## src/sv/swa_pkg.sv

```systemverilog
`timescale 1ns / 1ps

package swa_pkg;

  localparam int SAMPLE_W = 32;
  localparam int AGG_W    = 38;
  localparam int CFG_W    = 7;
  localparam int CFG_IDX_W = 1;

  localparam longint AGG_MAX = 64'sd137438953471;

  localparam logic [1:0] MODE_AVG = 2'd0;
  localparam logic [1:0] MODE_SUM = 2'd1;
  localparam logic [1:0] MODE_MAX = 2'd2;
  localparam logic [1:0] MODE_MIN = 2'd3;

  localparam logic [CFG_IDX_W-1:0] REG_AGG_MODE   = 1'b0;
  localparam logic [CFG_IDX_W-1:0] REG_WINDOW_LEN = 1'b1;

  localparam logic [CFG_W-1:0] WINDOW_LEN_RESET = 7'd4;

  typedef enum logic [2:0] {
    S_IDLE,
    S_WALK,
    S_DRAIN,
    S_AGG,
    S_DIV,
    S_STORE,
    S_DONE
  } swa_state_t;

  typedef struct packed {
    logic cfg_write;
    logic accept;
    logic walk_issue;
    logic agg_take;
    logic div_start;
    logic quot_take;
    logic store;
    logic out_load;
  } swa_cmd_t;

  typedef struct packed {
    logic warm;
    logic walk_last;
    logic mode_avg;
    logic div_done;
  } swa_status_t;

endpackage

```

## src/sv/sliding_window_aggregate_top.sv

```systemverilog
`timescale 1ns / 1ps

// Sliding-window aggregate. Each request carries one signed 32-bit sample and
// yields one result: the average (truncated toward zero), sum, maximum or
// minimum of the previous window_len samples, never the current one. While
// the window loads (the first window_len requests after reset or after any
// write of window_len) the result is the previous sample instead, 0 for the
// very first, and warming_up is set. A window_len of 0 acts as 1, above
// WINDOW_MAX it acts as WINDOW_MAX. The sum saturates to the 38-bit result
// range. One request is in work at a time; a finished result waits in the
// output register, so the next request is taken while it is still stalled.
// During warm-up a request skips the walk. For sum, maximum and minimum each
// request walks over the L stored samples through the single read port of the
// ring store; the average adds the shared restoring divider, one bit a cycle
// over SW = 32 + clog2(WINDOW_MAX + 1) bits (39 at the default).
// Configuration writes are taken only while no request is in work, and only
// when no result is pending; agg_mode takes effect on the next result. A
// request offered in the cycle of a register write is held; the write goes first.
module sliding_window_aggregate_top #(
  parameter int WINDOW_MAX = 64
) (
  input  logic                                clk,
  input  logic                                rst,
  input  logic                                in_valid,
  output logic                                in_stall,
  input  logic signed [swa_pkg::SAMPLE_W-1:0] sample_value,
  output logic                                out_valid,
  input  logic                                out_stall,
  output logic signed [swa_pkg::AGG_W-1:0]    agg_value,
  output logic                                warming_up,
  input  logic                                cfg_valid,
  output logic                                cfg_ready,
  input  logic [swa_pkg::CFG_IDX_W-1:0]       cfg_index,
  input  logic [swa_pkg::CFG_W-1:0]           cfg_data
);

  import swa_pkg::*;

  swa_cmd_t    cmd;
  swa_status_t st;

  // sequence each request: walk, aggregate or divide, store, deliver
  swa_ctrl u_ctrl (
    .clk       (clk),
    .rst       (rst),
    .in_valid  (in_valid),
    .in_stall  (in_stall),
    .out_valid (out_valid),
    .out_stall (out_stall),
    .cfg_valid (cfg_valid),
    .cfg_ready (cfg_ready),
    .cmd       (cmd),
    .st        (st)
  );

  // ring store, accumulators, divider and result registers
  swa_dp #(
    .WINDOW_MAX(WINDOW_MAX)
  ) u_dp (
    .clk          (clk),
    .rst          (rst),
    .cmd          (cmd),
    .st           (st),
    .cfg_index    (cfg_index),
    .cfg_data     (cfg_data),
    .sample_value (sample_value),
    .agg_value    (agg_value),
    .warming_up   (warming_up)
  );

endmodule

```

## src/sv/swa_div.sv

```systemverilog
`timescale 1ns / 1ps

module swa_div #(
  parameter int SW = 39,
  parameter int LW = 7
) (
  input  logic                 clk,
  input  logic                 rst,
  input  logic                 start,
  input  logic signed [SW-1:0] dividend,
  input  logic [LW-1:0]        divisor,
  output logic                 done,
  output logic signed [SW-1:0] quotient
);

  localparam int CW = $clog2(SW + 1);

  logic          busy;
  logic [CW-1:0] cnt;
  logic [LW-1:0] rem;
  logic [LW-1:0] dvs;
  logic [SW-1:0] quo;
  logic          neg;

  logic [LW:0]   rem_sh;
  logic [LW:0]   rem_diff;
  logic          fit;

  // one restoring step per cycle on the magnitude
  always_comb begin
    rem_sh   = {rem, quo[SW-1]};
    fit      = rem_sh >= {1'b0, dvs};
    rem_diff = rem_sh - {1'b0, dvs};
  end

  always_ff @(posedge clk) begin
    if (rst) begin
      busy <= 1'b0;
      done <= 1'b0;
    end else begin
      done <= 1'b0;
      if (start) begin
        busy <= 1'b1;
      end else if (busy && cnt == CW'(1)) begin
        busy <= 1'b0;
        done <= 1'b1;
      end
    end
  end

  always_ff @(posedge clk) begin
    if (start) begin
      quo <= dividend[SW-1] ? SW'(-dividend) : SW'(dividend);
      neg <= dividend[SW-1];
      rem <= '0;
      dvs <= divisor;
      cnt <= CW'(SW);
    end else if (busy) begin
      rem <= fit ? rem_diff[LW-1:0] : rem_sh[LW-1:0];
      quo <= {quo[SW-2:0], fit};
      cnt <= cnt - CW'(1);
    end
  end

  // truncate toward zero: negate the magnitude quotient for a negative sum
  assign quotient = neg ? -signed'(quo) : signed'(quo);

endmodule

```

## src/sv/swa_dp.sv

```systemverilog
`timescale 1ns / 1ps

module swa_dp #(
  parameter int WINDOW_MAX = 64
) (
  input  logic                               clk,
  input  logic                               rst,
  input  swa_pkg::swa_cmd_t                  cmd,
  output swa_pkg::swa_status_t               st,
  input  logic [swa_pkg::CFG_IDX_W-1:0]      cfg_index,
  input  logic [swa_pkg::CFG_W-1:0]          cfg_data,
  input  logic signed [swa_pkg::SAMPLE_W-1:0] sample_value,
  output logic signed [swa_pkg::AGG_W-1:0]   agg_value,
  output logic                               warming_up
);

  import swa_pkg::*;

  localparam int AW = (WINDOW_MAX > 1) ? $clog2(WINDOW_MAX) : 1;
  localparam int LW = $clog2(WINDOW_MAX + 1);
  localparam int SW = SAMPLE_W + LW;
  localparam int WW = (SW > AGG_W) ? SW : AGG_W;
  localparam logic signed [WW-1:0] SAT_HI = WW'(AGG_MAX);
  localparam logic signed [WW-1:0] SAT_LO = WW'(-AGG_MAX - 64'sd1);

  logic [1:0]                 agg_mode;
  logic [CFG_W-1:0]           window_len;
  logic [LW-1:0]              fill_count;
  logic [AW-1:0]              oldest_index;
  logic signed [SAMPLE_W-1:0] prior_sample;
  logic signed [SAMPLE_W-1:0] sample_hold;
  logic                       is_warm;
  logic [LW-1:0]              walk_idx;
  logic                       rd_valid;
  logic                       rd_first;
  logic signed [SAMPLE_W-1:0] rd_data;
  logic signed [SW-1:0]       sum;
  logic signed [SAMPLE_W-1:0] hi;
  logic signed [SAMPLE_W-1:0] lo;
  logic signed [AGG_W-1:0]    res;
  logic                       res_warm;

  logic signed [SAMPLE_W-1:0] ring_store [WINDOW_MAX];

  logic [LW-1:0]              n_eff;
  logic [AW-1:0]              oi_use;
  logic [LW-1:0]              oi_inc;
  logic [AW-1:0]              wr_addr;
  logic signed [WW-1:0]       sum_w;
  logic signed [WW-1:0]       sum_sat;
  logic signed [AGG_W-1:0]    agg_res;
  logic signed [SW-1:0]       quot;
  logic signed [WW-1:0]       quot_w;
  logic                       div_done;

  // effective window length: zero acts as one, clamp to the store depth
  always_comb begin
    if (window_len == '0) begin
      n_eff = LW'(1);
    end else if (32'(window_len) > 32'(WINDOW_MAX)) begin
      n_eff = LW'(WINDOW_MAX);
    end else begin
      n_eff = LW'(window_len);
    end
  end

  always_comb begin
    oi_use  = (LW'(oldest_index) >= n_eff) ? '0 : oldest_index;
    oi_inc  = LW'(oi_use) + LW'(1);
    wr_addr = is_warm ? fill_count[AW-1:0] : oi_use;
  end

  always_comb begin
    sum_w = WW'(sum);
    if (sum_w > SAT_HI) begin
      sum_sat = SAT_HI;
    end else if (sum_w < SAT_LO) begin
      sum_sat = SAT_LO;
    end else begin
      sum_sat = sum_w;
    end
    unique case (agg_mode)
      MODE_SUM: agg_res = sum_sat[AGG_W-1:0];
      MODE_MAX: agg_res = AGG_W'(hi);
      MODE_MIN: agg_res = AGG_W'(lo);
      MODE_AVG: agg_res = sum_sat[AGG_W-1:0];
    endcase
    quot_w = WW'(quot);
  end

  always_comb begin
    st.warm      = fill_count < n_eff;
    st.walk_last = walk_idx == (n_eff - LW'(1));
    st.mode_avg  = agg_mode == MODE_AVG;
    st.div_done  = div_done;
  end

  // control state
  always_ff @(posedge clk) begin
    if (rst) begin
      agg_mode     <= MODE_AVG;
      window_len   <= WINDOW_LEN_RESET;
      fill_count   <= '0;
      oldest_index <= '0;
      prior_sample <= '0;
      rd_valid     <= 1'b0;
      rd_first     <= 1'b0;
    end else begin
      rd_valid <= cmd.walk_issue;
      rd_first <= cmd.walk_issue && walk_idx == '0;
      if (cmd.cfg_write) begin
        unique case (cfg_index)
          REG_AGG_MODE: agg_mode <= cfg_data[1:0];
          REG_WINDOW_LEN: begin
            window_len   <= cfg_data;
            fill_count   <= '0;
            oldest_index <= '0;
          end
        endcase
      end
      if (cmd.store) begin
        prior_sample <= sample_hold;
        if (is_warm) begin
          fill_count <= fill_count + LW'(1);
        end else begin
          oldest_index <= (oi_inc >= n_eff) ? '0 : oi_inc[AW-1:0];
        end
      end
    end
  end

  // payload registers
  always_ff @(posedge clk) begin
    if (cmd.accept) begin
      sample_hold <= sample_value;
      is_warm     <= st.warm;
      walk_idx    <= '0;
    end else if (cmd.walk_issue) begin
      walk_idx <= walk_idx + LW'(1);
    end
    if (rd_valid) begin
      if (rd_first) begin
        sum <= SW'(rd_data);
        hi  <= rd_data;
        lo  <= rd_data;
      end else begin
        sum <= sum + SW'(rd_data);
        if (rd_data > hi) begin
          hi <= rd_data;
        end
        if (rd_data < lo) begin
          lo <= rd_data;
        end
      end
    end
    if (cmd.agg_take) begin
      res <= agg_res;
    end else if (cmd.quot_take) begin
      res <= quot_w[AGG_W-1:0];
    end else if (cmd.store && is_warm) begin
      res <= AGG_W'(prior_sample);
    end
    if (cmd.store) begin
      res_warm <= is_warm;
    end
    if (cmd.out_load) begin
      agg_value  <= res;
      warming_up <= res_warm;
    end
  end

  always_ff @(posedge clk) begin
    if (cmd.store) begin
      ring_store[wr_addr] <= sample_hold;
    end
    rd_data <= ring_store[walk_idx[AW-1:0]];
  end

  swa_div #(
    .SW(SW),
    .LW(LW)
  ) u_div (
    .clk      (clk),
    .rst      (rst),
    .start    (cmd.div_start),
    .dividend (sum),
    .divisor  (n_eff),
    .done     (div_done),
    .quotient (quot)
  );

`ifndef ASSERT_OFF
  a_fill_bound: assert property (@(posedge clk) disable iff (rst)
    fill_count <= n_eff)
    else $error("fill count beyond window length");

  a_oldest_bound: assert property (@(posedge clk) disable iff (rst)
    (fill_count == n_eff) |-> (LW'(oldest_index) < n_eff))
    else $error("oldest index outside full window");
`endif

endmodule

```

## src/sv/swa_ctrl.sv

```systemverilog
`timescale 1ns / 1ps

module swa_ctrl (
  input  logic                 clk,
  input  logic                 rst,
  input  logic                 in_valid,
  output logic                 in_stall,
  output logic                 out_valid,
  input  logic                 out_stall,
  input  logic                 cfg_valid,
  output logic                 cfg_ready,
  output swa_pkg::swa_cmd_t    cmd,
  input  swa_pkg::swa_status_t st
);

  import swa_pkg::*;

  swa_state_t state;
  swa_state_t state_next;

  always_ff @(posedge clk) begin
    if (rst) begin
      state     <= S_IDLE;
      out_valid <= 1'b0;
    end else begin
      state <= state_next;
      if (cmd.out_load) begin
        out_valid <= 1'b1;
      end else if (!out_stall) begin
        out_valid <= 1'b0;
      end
    end
  end

  always_comb begin
    state_next    = state;
    cmd           = '0;
    cfg_ready     = (state == S_IDLE) && !out_valid;
    cmd.cfg_write = cfg_valid && cfg_ready;
    // a register write goes first; hold a request offered in the same cycle
    in_stall      = (state != S_IDLE) || cmd.cfg_write;
    unique case (state)
      S_IDLE: begin
        if (in_valid && !in_stall) begin
          cmd.accept = 1'b1;
          state_next = st.warm ? S_STORE : S_WALK;
        end
      end
      S_WALK: begin
        cmd.walk_issue = 1'b1;
        if (st.walk_last) begin
          state_next = S_DRAIN;
        end
      end
      S_DRAIN: begin
        state_next = S_AGG;
      end
      S_AGG: begin
        if (st.mode_avg) begin
          cmd.div_start = 1'b1;
          state_next    = S_DIV;
        end else begin
          cmd.agg_take = 1'b1;
          state_next   = S_STORE;
        end
      end
      S_DIV: begin
        if (st.div_done) begin
          cmd.quot_take = 1'b1;
          state_next    = S_STORE;
        end
      end
      S_STORE: begin
        cmd.store  = 1'b1;
        state_next = S_DONE;
      end
      S_DONE: begin
        if (!out_valid || !out_stall) begin
          cmd.out_load = 1'b1;
          state_next   = S_IDLE;
        end
      end
      default: begin
        state_next = S_IDLE;
      end
    endcase
  end

`ifndef ASSERT_OFF
  a_no_overwrite: assert property (@(posedge clk) disable iff (rst)
    cmd.out_load |-> !(out_valid && out_stall))
    else $error("result register overwritten while held");

  a_div_in_state: assert property (@(posedge clk) disable iff (rst)
    st.div_done |-> (state == S_DIV))
    else $error("divider finished outside divide state");
`endif

endmodule

```

## config.mk

```make
export PLATFORM = sky130hd
export DESIGN_NAME = sliding_window_aggregate_top
export DESIGN_NICKNAME = d
export VERILOG_FILES = /design/src/sv/swa_pkg.sv /design/src/sv/sliding_window_aggregate_top.sv /design/src/sv/swa_div.sv /design/src/sv/swa_dp.sv /design/src/sv/swa_ctrl.sv
export SDC_FILE = /design/constraint.sdc
export NUM_CORES = 2
export LEC_CHECK = 0
export BUFFER_PORTS_ARGS = -buffer_cell sky130_fd_sc_hd__buf_2
export CAP_MARGIN = 0
export CELL_PAD_IN_SITES_DETAIL_PLACEMENT = 0
export CELL_PAD_IN_SITES_GLOBAL_PLACEMENT = 2
export CORE_MARGIN = 2
export CORE_UTILIZATION = 45
export CTS_CLUSTER_SIZE = 28
export DETAILED_ROUTE_END_ITERATION = 8
export MAX_ROUTING_LAYER = met4
export PLACE_DENSITY_LB_ADDON = 0.12
export SETUP_SLACK_MARGIN = 0.5
export SLEW_MARGIN = 20
export SYNTH_ARGS = -nofsm -noshare
export SYNTH_HDL_FRONTEND = slang
export SYNTH_SLANG_ARGS = --single-unit
```

## constraint.sdc

```tcl
create_clock -name clk -period 13.3 [get_ports clk]
set_clock_uncertainty 0.2 [all_clocks]
set_input_delay 1.33 -clock clk [delete_from_list [all_inputs] [get_ports clk]]
set_output_delay 1.33 -clock clk [all_outputs]
set_load 0.03 [all_outputs]
```

Word level (Yosys, flattened, before mapping)
Memory sizes are Yosys's and may differ from the RTL's. A register that Yosys moved wholly into a read port is not among the register bits.
Index checks and enable logic that the tools add are counted.
- $lt $le $gt $ge: 9
- muxes and demuxes: 54
- add/subtract/negate cells: 9
- reduce and logical (&&, ||, !) cells: 28
- bitwise operators: 1
- eq/ne operators: 16
- operators with widths (kind ; count):
    38-bit two-way mux ; 6
    39-bit two-way mux ; 4
    32-bit two-way mux ; 4
    38-bit case mux with 3 select lines ; 1
    7-bit two-way mux ; 7
    6-bit two-way mux ; 7
    39-bit by 32-bit adder with 39-bit output ; 1
    39-bit by 38-bit > comparator with 1-bit output, second input constant ; 1
    39-bit by 38-bit less-than comparator with 1-bit output, second input constant ; 1
    39-bit negation ; 1
    38-bit negation ; 1
    32-bit > comparator ; 1
    32-bit less-than comparator ; 1
    3-bit case mux with 7 select lines ; 1
    1-bit two-way mux ; 18
    3-bit two-way mux ; 5
    7-bit by 1-bit adder with 7-bit output, second input constant ; 2
    7-bit logical NOT ; 2
    3-bit equality test, second input constant ; 3
    8-bit by 7-bit >= comparator with 1-bit output ; 1
    2-bit AND reduction ; 4
    2-bit nonzero test ; 4
    6-bit by 1-bit adder with 7-bit output, second input constant ; 1
    7-bit equality test ; 1
    other kinds (24) ; 39
- word-level logic and storage cells: 144
- bits in registers: 343
- RAM bits: 2048
- input port bits: 45
- memories: 1
- memories (memory ; words ; width ; rd ports ; clocked after memory_dff ; write ports ; line ; RTL):
    u_dp.ring_store ; 64 ; 32 ; 1 ; 1 ; 1 ; swa_dp.sv:43 ; logic signed [SAMPLE_W-1:0] ring_store [WINDOW_MAX];

Longest topological paths before layout
- depth after elaboration: 10
- mapped depth: 23
- depth with buffers taken out: 23

Cells and area by module
From an unflattened synthesis, not the netlist that was laid out.
- cells, all modules: 5074
- area total of the unflattened synthesis: 99033.7 sq um
- modules (own cells, without submodules) (module ; cells an instance ; instances ; area an instance (sq um) ; sequential area each (sq um)):
    swa_dp ; 4514 ; 1 ; 94137.8 ; 69827.0
    swa_div ; 517 ; 1 ; 4548.1 ; 1711.6
    swa_ctrl ; 43 ; 1 ; 347.8 ; 80.1

Worst setup path before layout
Ideal clock, no wire load.
- kind: register to register
- start point: reg u_dp.window_len[3]
- end point: mem u_dp.ring_store[50][0] (enable)
- path buffers: 0
- arrival: 5.520 ns
- cell stages (with the launch flop): 15
- path slack: 7.119 ns
- cell sequence: dfxtp_1 -> nor4_1 -> nor2b_1 -> nor2_1 -> nor2_1 -> ha_1 -> nand2b_1 -> a21o_1 -> a21o_1 -> a21o_1 -> a21o_1 -> a21o_1 -> a2111oi_0 -> o21ai_0 -> nor3_1
- word-level cells in the longest chain between the ends: 6
- elaborated cells on any way between the ends: 7
- RTL lines (what ; line ; RTL):
    start, declared ; swa_dp.sv:27 ; logic [CFG_W-1:0] window_len;
    start signal, assigned ; swa_dp.sv:115 ; window_len <= cfg_data;
    7-bit > comparator ; swa_dp.sv:60 ; end else if (32'(window_len) > 32'(WINDOW_MAX)) begin
    7-bit two-way mux ; swa_dp.sv:60 ;
    7-bit two-way mux (*) ; swa_dp.sv:58 ; if (window_len == '0) begin
    via u_dp.n_eff[0] ; swa_dp.sv:45 ; logic [LW-1:0] n_eff;
    6-bit by 7-bit >= comparator with 1-bit output (*) ; swa_dp.sv:68 ; oi_use = (LW'(oldest_index) >= n_eff) ? '0 : oldest_index;
    6-bit two-way mux (*) ; swa_dp.sv:68 ;
    6-bit two-way mux (*) ; swa_dp.sv:70 ; wr_addr = is_warm ? fill_count[AW-1:0] : oi_use;
    end, declared ; swa_dp.sv:43 ;
Mark *: on every way through the listed nets, which the timed path passes. The rest lies on a longest branch.

Final worst setup path
- start point: reg u_dp.window_len[3]
- end point: reg u_dp.oldest_index[0]
- word-level cells in the longest chain between the ends: 10
- elaborated cells on any way between the ends: 11
- RTL lines (what ; line ; RTL):
    7-bit > comparator ; swa_dp.sv:60 ;
    7-bit two-way mux ; swa_dp.sv:60 ;
    7-bit two-way mux (*) ; swa_dp.sv:58 ;
    via u_dp.n_eff[0] ; swa_dp.sv:45 ;
    6-bit by 7-bit >= comparator with 1-bit output ; swa_dp.sv:68 ;
    6-bit two-way mux ; swa_dp.sv:68 ;
    6-bit by 1-bit adder with 7-bit output ; swa_dp.sv:69 ; oi_inc = LW'(oi_use) + LW'(1);
    7-bit >= comparator ; swa_dp.sv:126 ; oldest_index <= (oi_inc >= n_eff) ? '0 : oi_inc[AW-1:0];
    6-bit two-way mux (*) ; swa_dp.sv:126 ;
    6-bit two-way mux (*) ; swa_dp.sv:123 ; if (is_warm) begin
    6-bit two-way mux (*) ; swa_dp.sv:121 ; if (cmd.store) begin
    end signal, assigned ; swa_dp.sv:126 ;
    end, declared ; swa_dp.sv:29 ; logic [AW-1:0] oldest_index;
Marks and branches as above.
A chain may end at the register's enable or synchronous reset.

==> impl_metrics.json <==
{
  "portBuffers": 86,
  "synth_compound_area_share_pct": 4.31,
  "clock_sinks": 2423,
  "slew_headroom_pct": 22.4,
  "groute.usage.overall_pct": 25.4,
  "detailed_place_hpwl_microns": 163000,
  "synth_top_area_share_pct": 70.4,
  "finalCritPeriodShare_pct": 45.2,
  "grt_antenna_before_repair": 21,
  "status": "completed",
  "ys_top_cells_by_count": "2309 x edfxtp_1, 616 x mux4_2, 306 x nand2_1, 199 x a21oi_1, 194 x o21ai_0",
  "start_kind": "register",
  "ys_seq_area_share_pct": 72.8,
  "drtIter0Drc": 5978,
  "synth_ff_type": "edfxtp_1",
  "synth_fp_nets": 5379,
  "leakage_nw": 35.4,
  "synth_mux_area_share_pct": 15.1,
  "hold_viol": 0,
  "grt_remaining_overflow": 0,
  "cts_buffer_depth": 4,
  "via_per_inst": 6.01,
  "critPathKind": "reg2reg",
  "synth-seq-cells": 2423,
  "worstPathRequired_ns": 13.94,
  "p_per_area_nw_per_um2": 193,
  "yosysUniqueCellTypes": 75,
  "grt_max_degree": 129,
  "dr.pass1.iters": 5,
  "synth_area_leader_cell": "edfxtp_1",
  "fp.dieH_microns": 472,
  "worst_pin_slew_ns": 1.16,
  "synthAdderAreaFrac_pct": 1.78,
  "syn_inst": 5195,
  "grt_pass1_vias": 50600,
  "cp.arrival_ns": 6.66,
  "drt_wl_total_microns": 275000,
  "synth_area_sq_um": 98400,
  "utilization_pct": 51.4,
  "regArea_sq_um": 71600,
  "place_congestion": 0.827,
  "period_needed_ns": 6.02,
  "maxCapViolCount": 0,
  "start_util_pct": 45.3,
  "synth.area.top_cells": "edfxtp_1 70%, mux4_2 14%, dfxtp_1 2.3%, ha_1 1.7%, nand2_1 1.2%",
  "rsz0062_at_grt": "false",
  "rows": 171,
  "nNetsFinal": 5646,
  "dieWidth_microns": 472,
  "cts-buffers-inserted": 276,
  "async_reset_ff_share_pct": 0,
  "synthXorXnorAreaFrac_pct": 1.14,
  "vdd_drop_max_mv": 0.166,
  "synth-simple-area-share_pct": 3.41,
  "core_sq_um": 217000,
  "fin_area_sq_um": 112000,
  "synth-edff-count": 2309,
  "vias": 51200,
  "hold_buffers": 0,
  "fillCellCount": 17400,
  "ios": 87,
  "holdCritPathClass": "reg2reg",
  "die_area_sq_um": 222000,
  "ant_nets": 0,
  "synth_most_common_cell": "edfxtp_1",
  "path_clk_slew_ns": 0.07,
  "cts_resized": 0,
  "root_buffer": "clkbuf_16",
  "critPathMaxFanout": 8,
  "wl_per_cell_microns": 32.3,
  "clock_latency_ns": 0.94,
  "drive_gt1_share_pct": 23.9,
  "power_mw": 21.6,
  "max_freq_mhz": 166,
  "grt_pass1_wl_microns": 388000,
  "setup_tns_ns": 0,
  "post_cts_buffers": 0,
  "synth_top_family_by_area": "multiplexers",
  "cts_tree": "yes",
  "syn-mean-instance-area_sq_um": 18.9,
  "multiInputGateArea_sq_um": 25900,
  "cts-htree-levels": 5,
  "end_kind": "register",
  "drc": 0,
  "area_growth_pct": 13.6,
  "ys.warnings.count": 0,
  "drv_slew": 0,
  "finalSetupViolations": 0,
  "place_area_sq_um": 103000
}
## sequential cells by signal (all words and copies together), names as in the netlist, 32 cells and up
name	cells
u_dp.res	38
u_dp.u_div.quo	39
u_dp.ring_store	2048
u_dp.sample_hold	32
u_dp.prior_sample	32
u_dp.agg_value	38
u_dp.rd_data	32
u_dp.sum	39
u_dp.hi	32
u_dp.lo	32
## cell type report
| class | count | area share, % |
|---|---|---|
| inverters | 114 | 0.383 |
| multi-input cells | 2388 | 23.2 |
| clock buffers | 351 | 6.64 |
| repair buffers | 259 | 1.67 |
| well taps | 2854 | 3.19 |
| diodes | 11 | 0.0246 |
| clock inverters | 118 | 0.868 |
| flip-flops and latches | 2423 | 64.1 |
## logic make-up (layout without fill, tap and decap cells)
logic type,count (synthesis),after routing
multiplexers,716,716
other,0,11
AND/OR/NAND/NOR,719,719
AO/OA/AOI/OAI,686,686
adder cells (fa/ha/maj),139,139
buffers and inverters,384,842
flip-flops,2423,2423
XOR/XNOR,128,128
## power by group
group | internal, mW | switching [mW]
Combinational | 2.16 | 3.06
Clock | 4.24 | 2.96
Sequential | 8.82 | 0.342
Total | 15.2 | 6.36
## worst max-delay path: stages (launching register included)
cell and delay (ns):
dfxtp_1 0.37, nor4_1 0.44, nor2b_1 0.19, nor2_1 0.05
nor2_1 0.26, ha_1 0.29, nand2b_1 0.14, a21o_1 0.17
a21o_1 0.18, a21o_1 0.17, a21o_1 0.19, a21oi_1 0.55
nor2_1 0.25, nor2_1 0.24, ha_1 0.30, ha_1 0.28
a21o_1 0.16, a21o_1 0.17, a21o_1 0.17, a21o_1 0.17
a21o_1 0.17, a2111oi_0 0.39, buf_4 0.22, o21ai_0 0.08
a21oi_1 0.15
## cells in the final DEF (no fill, tap or decap), drive strengths merged, types with 93 or more instances in the layout
master,Yosys,routed
nand2,306,306
mux4,616,616
edfxtp,2309,2309
a21oi,199,199
ha,137,137
clkbuf,193,351
mux2i,96,96
clkinv,1,93
o21ai,197,197
dfxtp,114,114
nor2,148,148
buf,77,259
inv,113,117
## per-stage QoR
step           setup slack [ns]  instances  hold WS (ns)
2_1_floorplan              7.12       5195         0.200
3_3_place_gp               7.21       8032         0.202
3_5_place_dp               7.34       8037         0.205
4_1_cts                    7.31       8506         0.216
5_1_grt                    6.80       8510         0.214
6_report                   7.28       8518         0.214
## routing by layer
layer / global-route usage [%] / share of wire, %
met5: - / 0
met1: 36.2 / 44
met2: 39.4 / 48
met4: 6.08 / 2.3
met3: 3.10 / 5.5
## final timing paths
check | start | endpoint | slack [ns] | cells past startpoint
min reg2reg | u_dp.res[32]$_DFFE_PP_ | u_dp.agg_value[32]$_DFFE_PP_ | 0.21 | 0
max reg2reg | u_dp.window_len[3]$_SDFFE_PP0P_ | u_dp.oldest_index[0]$_SDFF_PP0_ | 7.28 | 24
max | u_dp.window_len[3]$_SDFFE_PP0P_ | u_dp.oldest_index[0]$_SDFF_PP0_ | 7.28 | 24
min | u_dp.res[32]$_DFFE_PP_ | u_dp.agg_value[32]$_DFFE_PP_ | 0.21 | 0
Power figures use the tool's default switching activity.
